--- config.mk ---
export PLATFORM = sky130hd
export DESIGN_NAME = sbb_ram
export DESIGN_NICKNAME = d
export VERILOG_FILES = /design/src/rtl/sbb_ram.sv
export SDC_FILE = /design/constraint.sdc
export NUM_CORES = 2
export LEC_CHECK = 0
export BUFFER_PORTS_ARGS = -buffer_cell sky130_fd_sc_hd__buf_2
export CAP_MARGIN = 20
export CORE_MARGIN = 2
export CORE_UTILIZATION = 50
export DETAILED_ROUTE_END_ITERATION = 7
export PLACE_DENSITY = 0.64
export SETUP_SLACK_MARGIN = 0.5
export SYNTH_ARGS = -nofsm -noshare
export SYNTH_HDL_FRONTEND = slang
export SYNTH_SLANG_ARGS = --single-unit
--- constraint.sdc ---
create_clock -name clk -period 5.4 [get_ports clk]
set_input_delay 1.08 -clock clk [delete_from_list [all_inputs] [get_ports clk]]
set_output_delay 1.08 -clock clk [all_outputs]
set_load 0.01 [all_outputs]
--- src/rtl/sbb_ram.sv ---
// Simple dual-port synchronous RAM, one write and one read port, registered read.
// No dependencies; holds bucket counts and bucket slots in the top level.
module sbb_ram #(
  parameter int ADDR_W = 10,
  parameter int DATA_W = 4
) (
  input  logic              clk,
  input  logic              we,
  input  logic [ADDR_W-1:0] waddr,
  input  logic [DATA_W-1:0] wdata,
  input  logic              re,
  input  logic [ADDR_W-1:0] raddr,
  output logic [DATA_W-1:0] rdata
);

  logic [DATA_W-1:0] mem [1 << ADDR_W];

  // Write port
  always_ff @(posedge clk) begin
    if (we) begin
      mem[waddr] <= wdata;
    end
  end

  // Read port, data held until the next read
  always_ff @(posedge clk) begin
    if (re) begin
      rdata <= mem[raddr];
    end
  end

endmodule

# After elaboration in Yosys (flattened, before gate mapping)
# Memories as Yosys holds them, arrays and structs flattened. A register that Yosys moved wholly into a read port is not among the register bits.
# Cells that the tools add are included.
[totals]
ff_bits = 0
ramBits = 4096
in_bits = 27
output_inout_bits = 4
elab_cells = 3
n_memories = 1
[mem_list]
columns = ["name", "words", "width", "rd", "rd_ports_with_merged_regs", "wr", "line_no", "source"]
rows = [
  ["mem", 1024, 4, 1, 1, 1, "16", "logic [DATA_W-1:0] mem [1 << ADDR_W];"],
]
[op_classes]
n_mux = 2
[ops]
columns = ["op", "n"]
rows = [
  ["two-way mux 1 bit", 2],
]

# Depth between registers and ports, before layout
[logic_depth]
word_depth = 2
ltp_mapped = 17
mapped_depth_nobuf = 8

# Worst setup path after synthesis
# No wires, ideal clock.
[synth_path]
kind = "input to register"
startpoint = "in raddr[0]"
endpoint = "reg rdata[2] (read register of mem) (data pin)"
setup_time_ns = 0.268
arrival_time_ns = 3.532
t_required_ns = 5.132
path_slack_ns = 1.599
path_stages = 12
path_buffers = 5
cell_sequence = "buf_6 buf_6 buf_6 buf_4 buf_2 mux4_2 a22oi_1 a21oi_1 nor4_1 a211oi_1 o41ai_1 nand4_1"
[synth_lines]
columns = ["element", "line_no", "source"]
rows = [
  ["start, declared", "12", "input logic [ADDR_W-1:0] raddr,"],
  ["end, declared", "13", "output logic [DATA_W-1:0] rdata"],
]

==> results_dict.tcl <==
set metrics [dict create \
    run_status "completed" \
    hold_depth 1 \
    hold_path_class "primary input to register" \
    critical_path_class "primary input to register" \
    drt-initial-drc-count 12600 \
    setup.worst_path.start "raddr[0]" \
    design.final.nets 8611 \
    required_ps 6240 \
    dominant_combinational_cell_family_by_area_after_synthesis "multiplexers" \
    cts.clk_slew.worst_paths_ps 70 \
    postRouteAntennaNets 0 \
    number_of_ports_placed_on_the_die_boundary 31 \
    cap_viol_max_count 0 \
    synth.avg_cell_area_um2 19.6 \
    cts_tree "yes" \
    vdd.ir_drop.worst_v 0.000297 \
    post_cts_buffers 0 \
    pwr_density_cell_nw_per_um2 365 \
    holdCritStartpoint "re" \
    achievable-frequency_ghz 0.246 \
    placement.io_buffers 30 \
    grt_start_max_net_pins 184 \
    clock_power_share_pct 42.4 \
    grt_use_total_pct 27.6 \
    cell_internal_pwr_uw 52400 \
    cell_mode_on_critical_path "buf_12" \
    resized_gates_after_cts 0 \
    syn_nets 8317 \
    netlist_instances 8290 \
    setup-violations-final 0 \
    cts.sinks 4100 \
    synth.cell_area_um2 162000 \
    power_frac_seq_pct 52.5 \
    cts_hold_repair.buffers 0 \
    h-tree-depth 5 \
    timing.final.max_slew_violations 0 \
    finalWorstSetupSlack_ps 1330 \
    worst-r2r-setup-slack_ps 2040 \
    design.core.area_um2 323000 \
    cp-start-kind "primary input" \
    grt_pass1_wl_um 648000 \
    cts_root_buffer "clkbuf_16" \
    synth_compound_area_share_pct 2.96 \
    wire_per_inst_um 34.5 \
    first_global_vias 85600 \
    detail_route.wirelength_um 457000 \
    post_drt_via_cell_ratio 6.47 \
    synth-async-reset-ratio_pct 0 \
    fraction_of_the_cycle_the_final_worst_path_needs_pct 75.3 \
    critPathArrivalTime_ps 4910 \
    switchingPower_uw 14400 \
    die_footprint_um2 329000 \
    pin_slew_with_the_least_headroom_to_its_limit_ps 1190 \
    layout-drive-gt1-share_pct 22.8 \
    r2r_cells 8 \
    critical_path.max_fanout 31 \
    post_synth_num_cell_types 75 \
    minimum_period_implied_by_the_final_worst_setup_slack_ps 4070 \
    synth-main-ff-cell "edfxtp_1" \
    swShare_pct 21.6 \
    row_count 209 \
    dp_hpwl_um 283000 \
    crit-reg2reg-launch "mem[939][1]" \
    hold_viol_final 0 \
    cts_buffers 413 \
    floorplan.die.height_um 573 \
    clock_insertion_delay_worst_skew_ps 980 \
    synth_edf_count 4100 \
    crit_slowest_cell "o311ai_0" \
    fp.dieW_um 573 \
    critical_path.max_stage_delay_ps 670 \
    rsz0062_at_grt "no" \
    endpoint_of_the_lowest_slack_register_to_register_path "rdata[1]" \
    post-route-drc-count 0 \
    synth-xor-area-share_pct 0 \
    num_vias 85800 \
    share_comb_of_total_power_pct 5.2 \
    hold_ws_ps 495 \
    floorplan.initialDensity_pct 50.1 \
    synthSimpleGateAreaFrac_pct 3.98 \
    area.growth.synth_to_final_pct 12.8 \
    grt_remaining_overflow 0 \
    clock_path_buffers 4 \
    worst_path_cell_trace "buf_12 > buf_12 > buf_12 > buf_4 > mux2i_1 > o221ai_1 > a21oi_1 > o311ai_0 > nand3_1 > or4b_1 > o31a_1 > nand3_1" \
    endpoint_kind "register" \
    synth_mux_area_share_pct 15.2 \
    firstDrtPassIters 6 \
    gp_routability_congestion 0.885 \
    pre_cts_ws_ps 416 \
    ys_warn_count 0 \
    grt_antenna_before_repair 38 \
    hold_end "rdata[2]" \
    number_of_register_bits_inferred_by_synthesis 4100 \
    timing.slew.headroom_pct 20.6 \
    leak_pwr_uw 0.0569 \
    yosysSeqAreaShare_pct 75.9 \
    finalClockSkew_ps 99.1 \
    adder_cell_share_of_the_synthesized_area_pct 0 \
]
## layout make-up
type	instances	area (µm²)
fill	23700	141000
sequential	4100	123000
multi-input combinational	3593	36300
clock buffer	494	10800
tap	4325	5410
timing repair buffer	470	4670
clock inverter	260	2450
antenna	21	52.6
inverter	6	36.3
## critical path, delay by kind of cell
kind,cells,cell delay (ps)
AOI/OAI and AO/OA,4,1230
buffers and inverters,4,1120
muxes,1,130
and+or+nand+nor,3,1190
## how the worst max path moves through the flow
stage,end,slack (ps),cells past startpoint
after global placement,rdata[2],-410,11
after global routing,rdata[1],1250,12
after CTS,rdata[1],1440,12
after detailed placement,rdata[1],420,12
after floorplan,rdata[2],1600,12
final,rdata[1],1330,12
## power groups by stage
stage | Sequential [µW] | Clock, µW | Combinational (µW)
floorplan | 35700 | 0 | 1710
global placement | 35700 | 0 | 3370
detailed placement | 35700 | 0 | 3420
CTS | 35100 | 28500 | 3430
global route | 35000 | 29800 | 3580
finish | 35100 | 28300 | 3450
## cells by family (layout without fill, tap and decap cells)
| logic type | Yosys count | count (layout) |
|---|---|---|
| mux | 1359 | 1359 |
| buf+inv | 597 | 1230 |
| simple gates | 1560 | 1560 |
| other cells | 0 | 21 |
| compound gates | 674 | 674 |
| flops | 4100 | 4100 |
## placed cells by master, fill, tap and decap left out, types with 10 or more instances in the layout
cell type,netlist,routed
and3_1,12,12
bufinv_16,0,39
nor3_1,100,98
o221ai_1,168,168
nand3_4,0,24
clkinv_2,0,97
nand2_1,166,161
buf_12,1,86
a221oi_1,29,29
diode_2,0,21
mux2i_1,461,461
nor2_1,1103,1100
a211oi_1,13,12
o22ai_1,89,89
buf_2,64,23
clkbuf_1,300,72
nor4_1,21,20
nand2b_1,12,11
o21ai_0,66,65
clkinv_1,1,89
edfxtp_1,4100,4100
a31oi_1,11,11
clkinvlp_4,0,14
nand4_1,12,12
nand3_1,62,38
a21oi_1,129,129
mux4_2,875,875
a22oi_1,80,80
nor2b_1,15,10
a22o_1,11,11
mux2_2,23,23
clkbuf_16,0,422
buf_4,60,347
## state kept, by name, summed over array words and instances (netlist names)
register  flops
mem        4096
rdata         4
## Yosys cell counts, types with 81 or more instances
cell type | instances | area share, %
o22ai_1 | 89 | 0.34
edfxtp_1 | 4100 | 76
mux4_2 | 875 | 12
a21oi_1 | 129 | 0.40
clkbuf_1 | 300 | 0.69
nand2_1 | 166 | 0.38
mux2i_1 | 461 | 2.8
nor3_1 | 100 | 0.31
buf_1 | 84 | 0.19
o221ai_1 | 168 | 0.91
buf_6 | 81 | 0.56
nor2_1 | 1103 | 2.6
## stage by stage
step | power (µW) | area [µm²] | std cells | utilization (%) | TNS, ps
finish | 66800 | 183000 | 13300 | 56.5 | 0
global placement | 39100 | 169000 | 12500 | 52.4 | -407
floorplan | 37400 | 162000 | 8290 | - | 0
CTS | 67000 | 183000 | 13200 | 56.5 | 0
global route | 68400 | 183000 | 13300 | 56.5 | 0
detailed placement | 39100 | 169000 | 12500 | 52.4 | 0
## routing by layer
layer | GRT usage, % | up-vias | part of all wire (%)
li1 | - | 34600 | -
met1 | 38.0 | 45100 | 37
met2 | 43.5 | 5216 | 48
met3 | 6.17 | 912 | 11
met4 | 10.3 | 10 | 4.1
met5 | 0 | - | 0.021
No activity file was read; power rests on OpenSTA's default activity.
