===== src/rtl/sbb_pkg.sv =====
// Shared types, widths and codes for the spatial block binning block.
// Used by sbb_locate and spatial_block_binning; depends on nothing.
package sbb_pkg;

  // Geometry of the grid and the buckets
  localparam int BLOCK_WIDTH       = 32;
  localparam int GRID_BLOCKS       = 32;
  localparam int BUCKET_DEPTH      = 8;
  localparam int REGION_WIDTH      = 8;
  localparam int MARGIN_WIDTH      = 12;
  localparam int OBJECT_INDEX_BITS = 17;

  localparam int BLOCK_SHIFT = $clog2(BLOCK_WIDTH);
  localparam int GRID_BITS   = $clog2(GRID_BLOCKS);
  localparam int NBLOCKS     = GRID_BLOCKS * GRID_BLOCKS;
  localparam int SLOT_BITS   = $clog2(BUCKET_DEPTH);

  // Field widths
  localparam int ACT_W  = 2;
  localparam int IDX_W  = OBJECT_INDEX_BITS;
  localparam int POS_W  = 11;
  localparam int BLK_W  = 10;
  localparam int OFS_W  = 5;
  localparam int STAT_W = 3;
  localparam int CNT_W  = 4;

  // Shifted coordinate: position minus offset minus half a block, signed
  localparam int CO_W = POS_W + 2;

  localparam int SLOT_ADDR_W = BLK_W + SLOT_BITS;
  localparam int IN_DATA_W   = 56;
  localparam int OUT_DATA_W  = 32;

  // Action codes
  localparam logic [ACT_W-1:0] ACT_INSERT = 2'd0;
  localparam logic [ACT_W-1:0] ACT_READ   = 2'd1;
  localparam logic [ACT_W-1:0] ACT_CLEAR  = 2'd2;

  // Status codes
  localparam logic [STAT_W-1:0] ST_PLACED     = 3'd0;
  localparam logic [STAT_W-1:0] ST_OUTSIDE    = 3'd1;
  localparam logic [STAT_W-1:0] ST_FULL       = 3'd2;
  localparam logic [STAT_W-1:0] ST_READ_ENTRY = 3'd3;
  localparam logic [STAT_W-1:0] ST_READ_EMPTY = 3'd4;
  localparam logic [STAT_W-1:0] ST_CLEARED    = 3'd5;

  // Configuration register indexes
  localparam logic REG_MESH_OFFSET_X = 1'b0;
  localparam logic REG_MESH_OFFSET_Y = 1'b1;

  // Block lookup result
  typedef struct packed {
    logic             in_area;
    logic [BLK_W-1:0] block;
  } loc_t;

  // One result item
  typedef struct packed {
    logic [STAT_W-1:0] status;
    logic [BLK_W-1:0]  block_num;
    logic [IDX_W-1:0]  entry_index;
    logic [CNT_W-1:0]  bucket_count;
    logic              last;
  } result_t;

endpackage


===== src/rtl/sbb_locate.sv =====
// Position to block lookup: mesh shift, block split and proposal region test.
// Depends on sbb_pkg.
module sbb_locate (
  input  logic                               [sbb_pkg::POS_W-1:0] pos_x,
  input  logic                               [sbb_pkg::POS_W-1:0] pos_y,
  input  logic signed                        [sbb_pkg::OFS_W-1:0] mesh_offset_x,
  input  logic signed                        [sbb_pkg::OFS_W-1:0] mesh_offset_y,
  output sbb_pkg::loc_t                                           loc
);

  localparam int CO_W  = sbb_pkg::CO_W;
  localparam int BS    = sbb_pkg::BLOCK_SHIFT;
  localparam int BC_W  = CO_W - 1 - BS;
  localparam logic signed [CO_W-1:0] HALF_CO = CO_W'(sbb_pkg::BLOCK_WIDTH / 2);

  logic signed [CO_W-1:0] x;
  logic signed [CO_W-1:0] y;
  logic [BC_W-1:0]        bx;
  logic [BC_W-1:0]        by;
  logic [BS-1:0]          xi;
  logic [BS-1:0]          yi;

  function automatic logic in_region(input logic [BS-1:0] c);
    return (int'(c) >= sbb_pkg::MARGIN_WIDTH) &&
           (int'(c) < sbb_pkg::MARGIN_WIDTH + sbb_pkg::REGION_WIDTH);
  endfunction

  // Shift the position by the mesh offset and half a block
  assign x = $signed(CO_W'(pos_x)) - CO_W'(mesh_offset_x) - HALF_CO;
  assign y = $signed(CO_W'(pos_y)) - CO_W'(mesh_offset_y) - HALF_CO;

  // Block coordinate and in-block coordinate (valid when non-negative)
  assign bx = x[CO_W-2:BS];
  assign by = y[CO_W-2:BS];
  assign xi = x[BS-1:0];
  assign yi = y[BS-1:0];

  // Accept only inside the grid and inside the central region
  assign loc.in_area = !x[CO_W-1] && !y[CO_W-1] && in_region(xi) && in_region(yi) &&
                       (int'(bx) < sbb_pkg::GRID_BLOCKS) &&
                       (int'(by) < sbb_pkg::GRID_BLOCKS);
  assign loc.block   = sbb_pkg::BLK_W'({bx[sbb_pkg::GRID_BITS-1:0],
                                        by[sbb_pkg::GRID_BITS-1:0]});

endmodule


===== config.mk =====
export PLATFORM = sky130hd
export DESIGN_NAME = sbb_locate
export DESIGN_NICKNAME = d
export VERILOG_FILES = /design/src/rtl/sbb_pkg.sv /design/src/rtl/sbb_locate.sv
export SDC_FILE = /design/constraint.sdc
export NUM_CORES = 1
export LEC_CHECK = 0
export BUFFER_PORTS_ARGS = -buffer_cell sky130_fd_sc_hd__buf_2
export CAP_MARGIN = 10
export CORE_MARGIN = 1.5
export CORE_UTILIZATION = 45
export DETAILED_ROUTE_END_ITERATION = 10
export GPL_ROUTABILITY_DRIVEN = 0
export PLACE_DENSITY_LB_ADDON = 0.1
export REMOVE_ABC_BUFFERS = 1
export SKIP_LAST_GASP = 1
export SLEW_MARGIN = 10
export SYNTH_ARGS = -nofsm -noshare
export SYNTH_HDL_FRONTEND = slang
export SYNTH_SLANG_ARGS = --single-unit

===== constraint.sdc =====
create_clock -name vclk -period 3.9
set_input_delay 0.585 -clock vclk [all_inputs]
set_output_delay 0.585 -clock vclk [all_outputs]
set_load 0.05 [all_outputs]

# After elaboration in Yosys (flattened, before gate mapping)
# Cells that the tools add are included.
[classes]
addsub = 4
reduce_logical = 9
n_lt_le_gt_ge = 6
[ops]
columns = ["operator", "n"]
rows = [
  ["subtractor 12 x 5 -> 13 bit", 2],
  ["subtractor 13 x 6 -> 13 bit (second input constant)", 2],
  ["< comparator 7 x 6 -> 1 bit (second input constant)", 2],
  ["greater-or-equal comparator 5 x 4 -> 1 bit (second input constant)", 2],
  ["< comparator 5 bit (second input constant)", 2],
  ["logical AND 1 bit", 7],
  ["logical NOT 1 bit", 2],
]
[totals]
elab_cells = 19
input_bits = 32
reg_bits = 0

# Depth between registers and ports, before layout
[logic_depth]
depth_word = 8
mapped_depth = 13
ltp_nobuf = 13

# Worst setup path after synthesis
# OpenSTA, ideal clock, no wires.
[synth_timing]
path_type = "input port to output port"
from = "input mesh_offset_y[1] (netlist bit)"
to = "output loc[10] (netlist bit)"
t_arrival_ps = 3670
setup_slack_ps = -355
stages = 11
path_cell_list = "inv_1 ha_1 ha_1 fa_1 nor4b_2 a31oi_1 o2111ai_2 nand3_1 nor4_1 nand3_1 a2111oi_2"
[synth_rtl]
columns = ["item", "line", "rtl"]
rows = [
  ["start: declaration", "sbb_locate.sv:7", "input logic signed [sbb_pkg::OFS_W-1:0] mesh_offset_y,"],
  ["end: declaration", "sbb_locate.sv:8", "output sbb_pkg::loc_t loc"],
]

==> results.yml <==
critical_path:
  worstPathRequired_ns: 3.31
  cp_slowest_cell: "fa_2"
  crit_chain: "buf_6, inv_4, ha_4, ha_4, fa_2, buf_6, a21oi_2, nor2_1, o32a_1, nand4_1, nor4_2, nand3_1, a2111oi_4, buf_6"
  crit_path_start: "mesh_offset_y[1]"
  slowest_delay_ns: 0.62
  path_max_fanout: 6
  cp-start-kind: "input port"
  endpoint_kind: "primary output"
  crit_top_cell: "buf_6"
  worstSetupPathType: "input port to primary output"
  cp.arrival_ns: 3.19
power_and_ir_drop:
  irDropWorstVdd_v: 0.000144
  cellPowerDensity_nw_per_um2: 254
  power_leakage_uw: 0.00109
global_route:
  grt_max_degree: 12
  grt_pass1_wl_um: 5380
  antenna_found_initial: 0
  grt_pass1_vias: 1390
  grt.total_usage_pct: 15.5
  grt.overflow.total: 0
logic_synthesis:
  synthCells: 215
  synth-seq-area-share_pct: 0
  ys_types: 44
  synth_area_per_cell_sq_um: 7.36
  syn_area_sq_um: 1580
  synth_top_cell_by_area: "ha_1"
  yosys-top-cells-area: "ha_1 34%, inv_1 13%, fa_1 5.1%, a21oi_1 3.8%, nor2_1 3.3%"
  yosysWarnings: 0
  synth_top_area_share_pct: 34.0
flow_run:
  cap_violations: 0
cells_and_area:
  design_area_sq_um: 1990
  instances_no_fill: 309
  clock_buffers: 0
  n_antenna_cell: 0
  fin_util_pct: 59.2
  drive_above_1_share_pct: 28.9
  layout.nets: 344
  ff_latch_area_sq_um: 0
  flops_and_latches: 0
  area_growth_pct: 25.9
place:
  port_buffers: 43
  dpl_cell_area_sq_um: 1870
  detailed_place_hpwl_um: 2530
  post-place-ws_ns: -0.221
  dp.cells: 307
sta:
  fmax_mhz: 265
  period_share_pct: 96.8
  maxSlewViolCount: 0
  fin_crit_ns: 3.77
  setup-tns-final_ns: 0
  layout_setup_ws_ns: 0.125
  hold_viol: 0
  setup_violations: 0
  slew_headroom_pct: 50.5
  tightest_slew_ns: 0.724
drt:
  drc_errors: 0
  viasPerCell: 5.01
  first_pass_iters: 4
  totalWireLength_um: 3020
  wl_per_cell_um: 9.78
  drtIter0Drc: 63
  vias: 1548
  antenna_left: 0
floorplan:
  fp.dieArea_sq_um: 3880
  core_sq_um: 3360
  die_h_um: 62.3
  rows: 21
  io_pins: 43
  start_util_pct: 47.0
  die_w_um: 62.3
min_path:
  min_from: "pos_x[5]"
  hold_class: "input port to primary output"
  hold_depth: 7
  min_to: "loc[6]"
outcome:
  outcome: "complete, no violations"
[cells in the mapped netlist (2+ instances only)]
master    count
inv_1        53
ha_1         43
nor2_1       14
a21oi_1      12
nand2_1      10
o21ai_0       8
nor3_1        5
xnor2_1       5
xor2_1        5
a211oi_1      4
fa_1          4
nand2b_1      4
nand4_1       4
a21o_1        3
a31oi_1       3
and3_2        3
and3_4        2
mux2i_1       2
nand3_1       2
nor4_1        2
nor4b_2       2
o21a_1        2
o21ai_1       2
[timing repair]
item / in CTS / in global routing
pin swaps: 3 / 13
buffers inserted: 1 / 1
hold buffers: 0 / 0
setup endpoints to repair: 1 / 1
resized for setup: 5 / 17
[metrics by stage]
step	total power, uW	hold WS [ns]
3_5_place_dp	473	1.97
3_3_place_gp	470	1.97
5_1_grt	556	2.01
2_1_floorplan	370	1.69
4_1_cts	486	1.98
6_report	505	1.97
[logic make-up after synthesis]
group | Yosys count | synth area share [%]
AOI/OAI and AO/OA | 48 | 21.1
buffers and inverters | 55 | 13.8
muxes | 2 | 1.27
xor gates and xnor gates | 10 | 5.54
and+or+nand+nor | 53 | 19.2
adders and majority gates | 47 | 39.1
[critical path, delay by kind of cell]
kind / cells / cell delay [ns]
adders and majority gates: 3 / 0.98
and+or+nand+nor: 4 / 0.63
AOI/OAI and AO/OA: 3 / 0.51
buffers and inverters: 4 / 0.48
[power by group]
group / switching (uW) / leakage (uW) / total [uW] / internal, uW
clock network: 0 / 0 / 0 / 0
logic: 313 / 0.00109 / 505 / 192
registers: 0 / 0 / 0 / 0
total: 313 / 0.00109 / 505 / 192
[layout make-up]
cell class	instances	area (sq um)
Tap cell	46	57.6
Timing Repair Buffer	50	294
Inverter	53	201
Multi-Input combinational cell	160	1440
Fill cell	369	1370
[per-layer routing]
layer / global-route usage [%] / share of wire (%) / up-vias
li1: - / - / 831
met1: 20.6 / 50 / 696
met2: 29.8 / 48 / 21
met3: 0.181 / 1.9 / 0
met4: 0 / 0 / 0
met5: 0 / 0 / -
[layout by cell type, fill, tap and decap left out, types with 2 or more instances in the layout]
cell      netlist  final
a211oi_1        4      4
a21o_1          3      3
a21oi_1        12     11
a31oi_1         3      3
and3_2          3      3
and3_4          2      2
buf_2           0     40
buf_4           1      5
buf_6           1      5
fa_1            4      3
ha_1           43     39
ha_4            0      3
inv_1          53     50
inv_2           0      2
mux2i_1         2      2
nand2_1        10     10
nand2b_1        4      4
nand3_1         2      2
nand4_1         4      4
nor2_1         14     14
nor3_1          5      5
o21a_1          2      2
o21ai_0         8      7
o21ai_1         2      3
xnor2_1         5      5
xor2_1          5      5
[how the worst max path moves through the flow]
stage | endpoint | slack, ns | depth (start not counted)
floorplan | loc[10] | -0.35 | 11
global placement | loc[10] | -0.16 | 12
detailed placement | loc[10] | -0.22 | 12
CTS | loc[10] | 0.003 | 12
global route | loc[10] | -0.005 | 13
finish | loc[10] | 0.13 | 14
(Power assumes the default switching activity.)
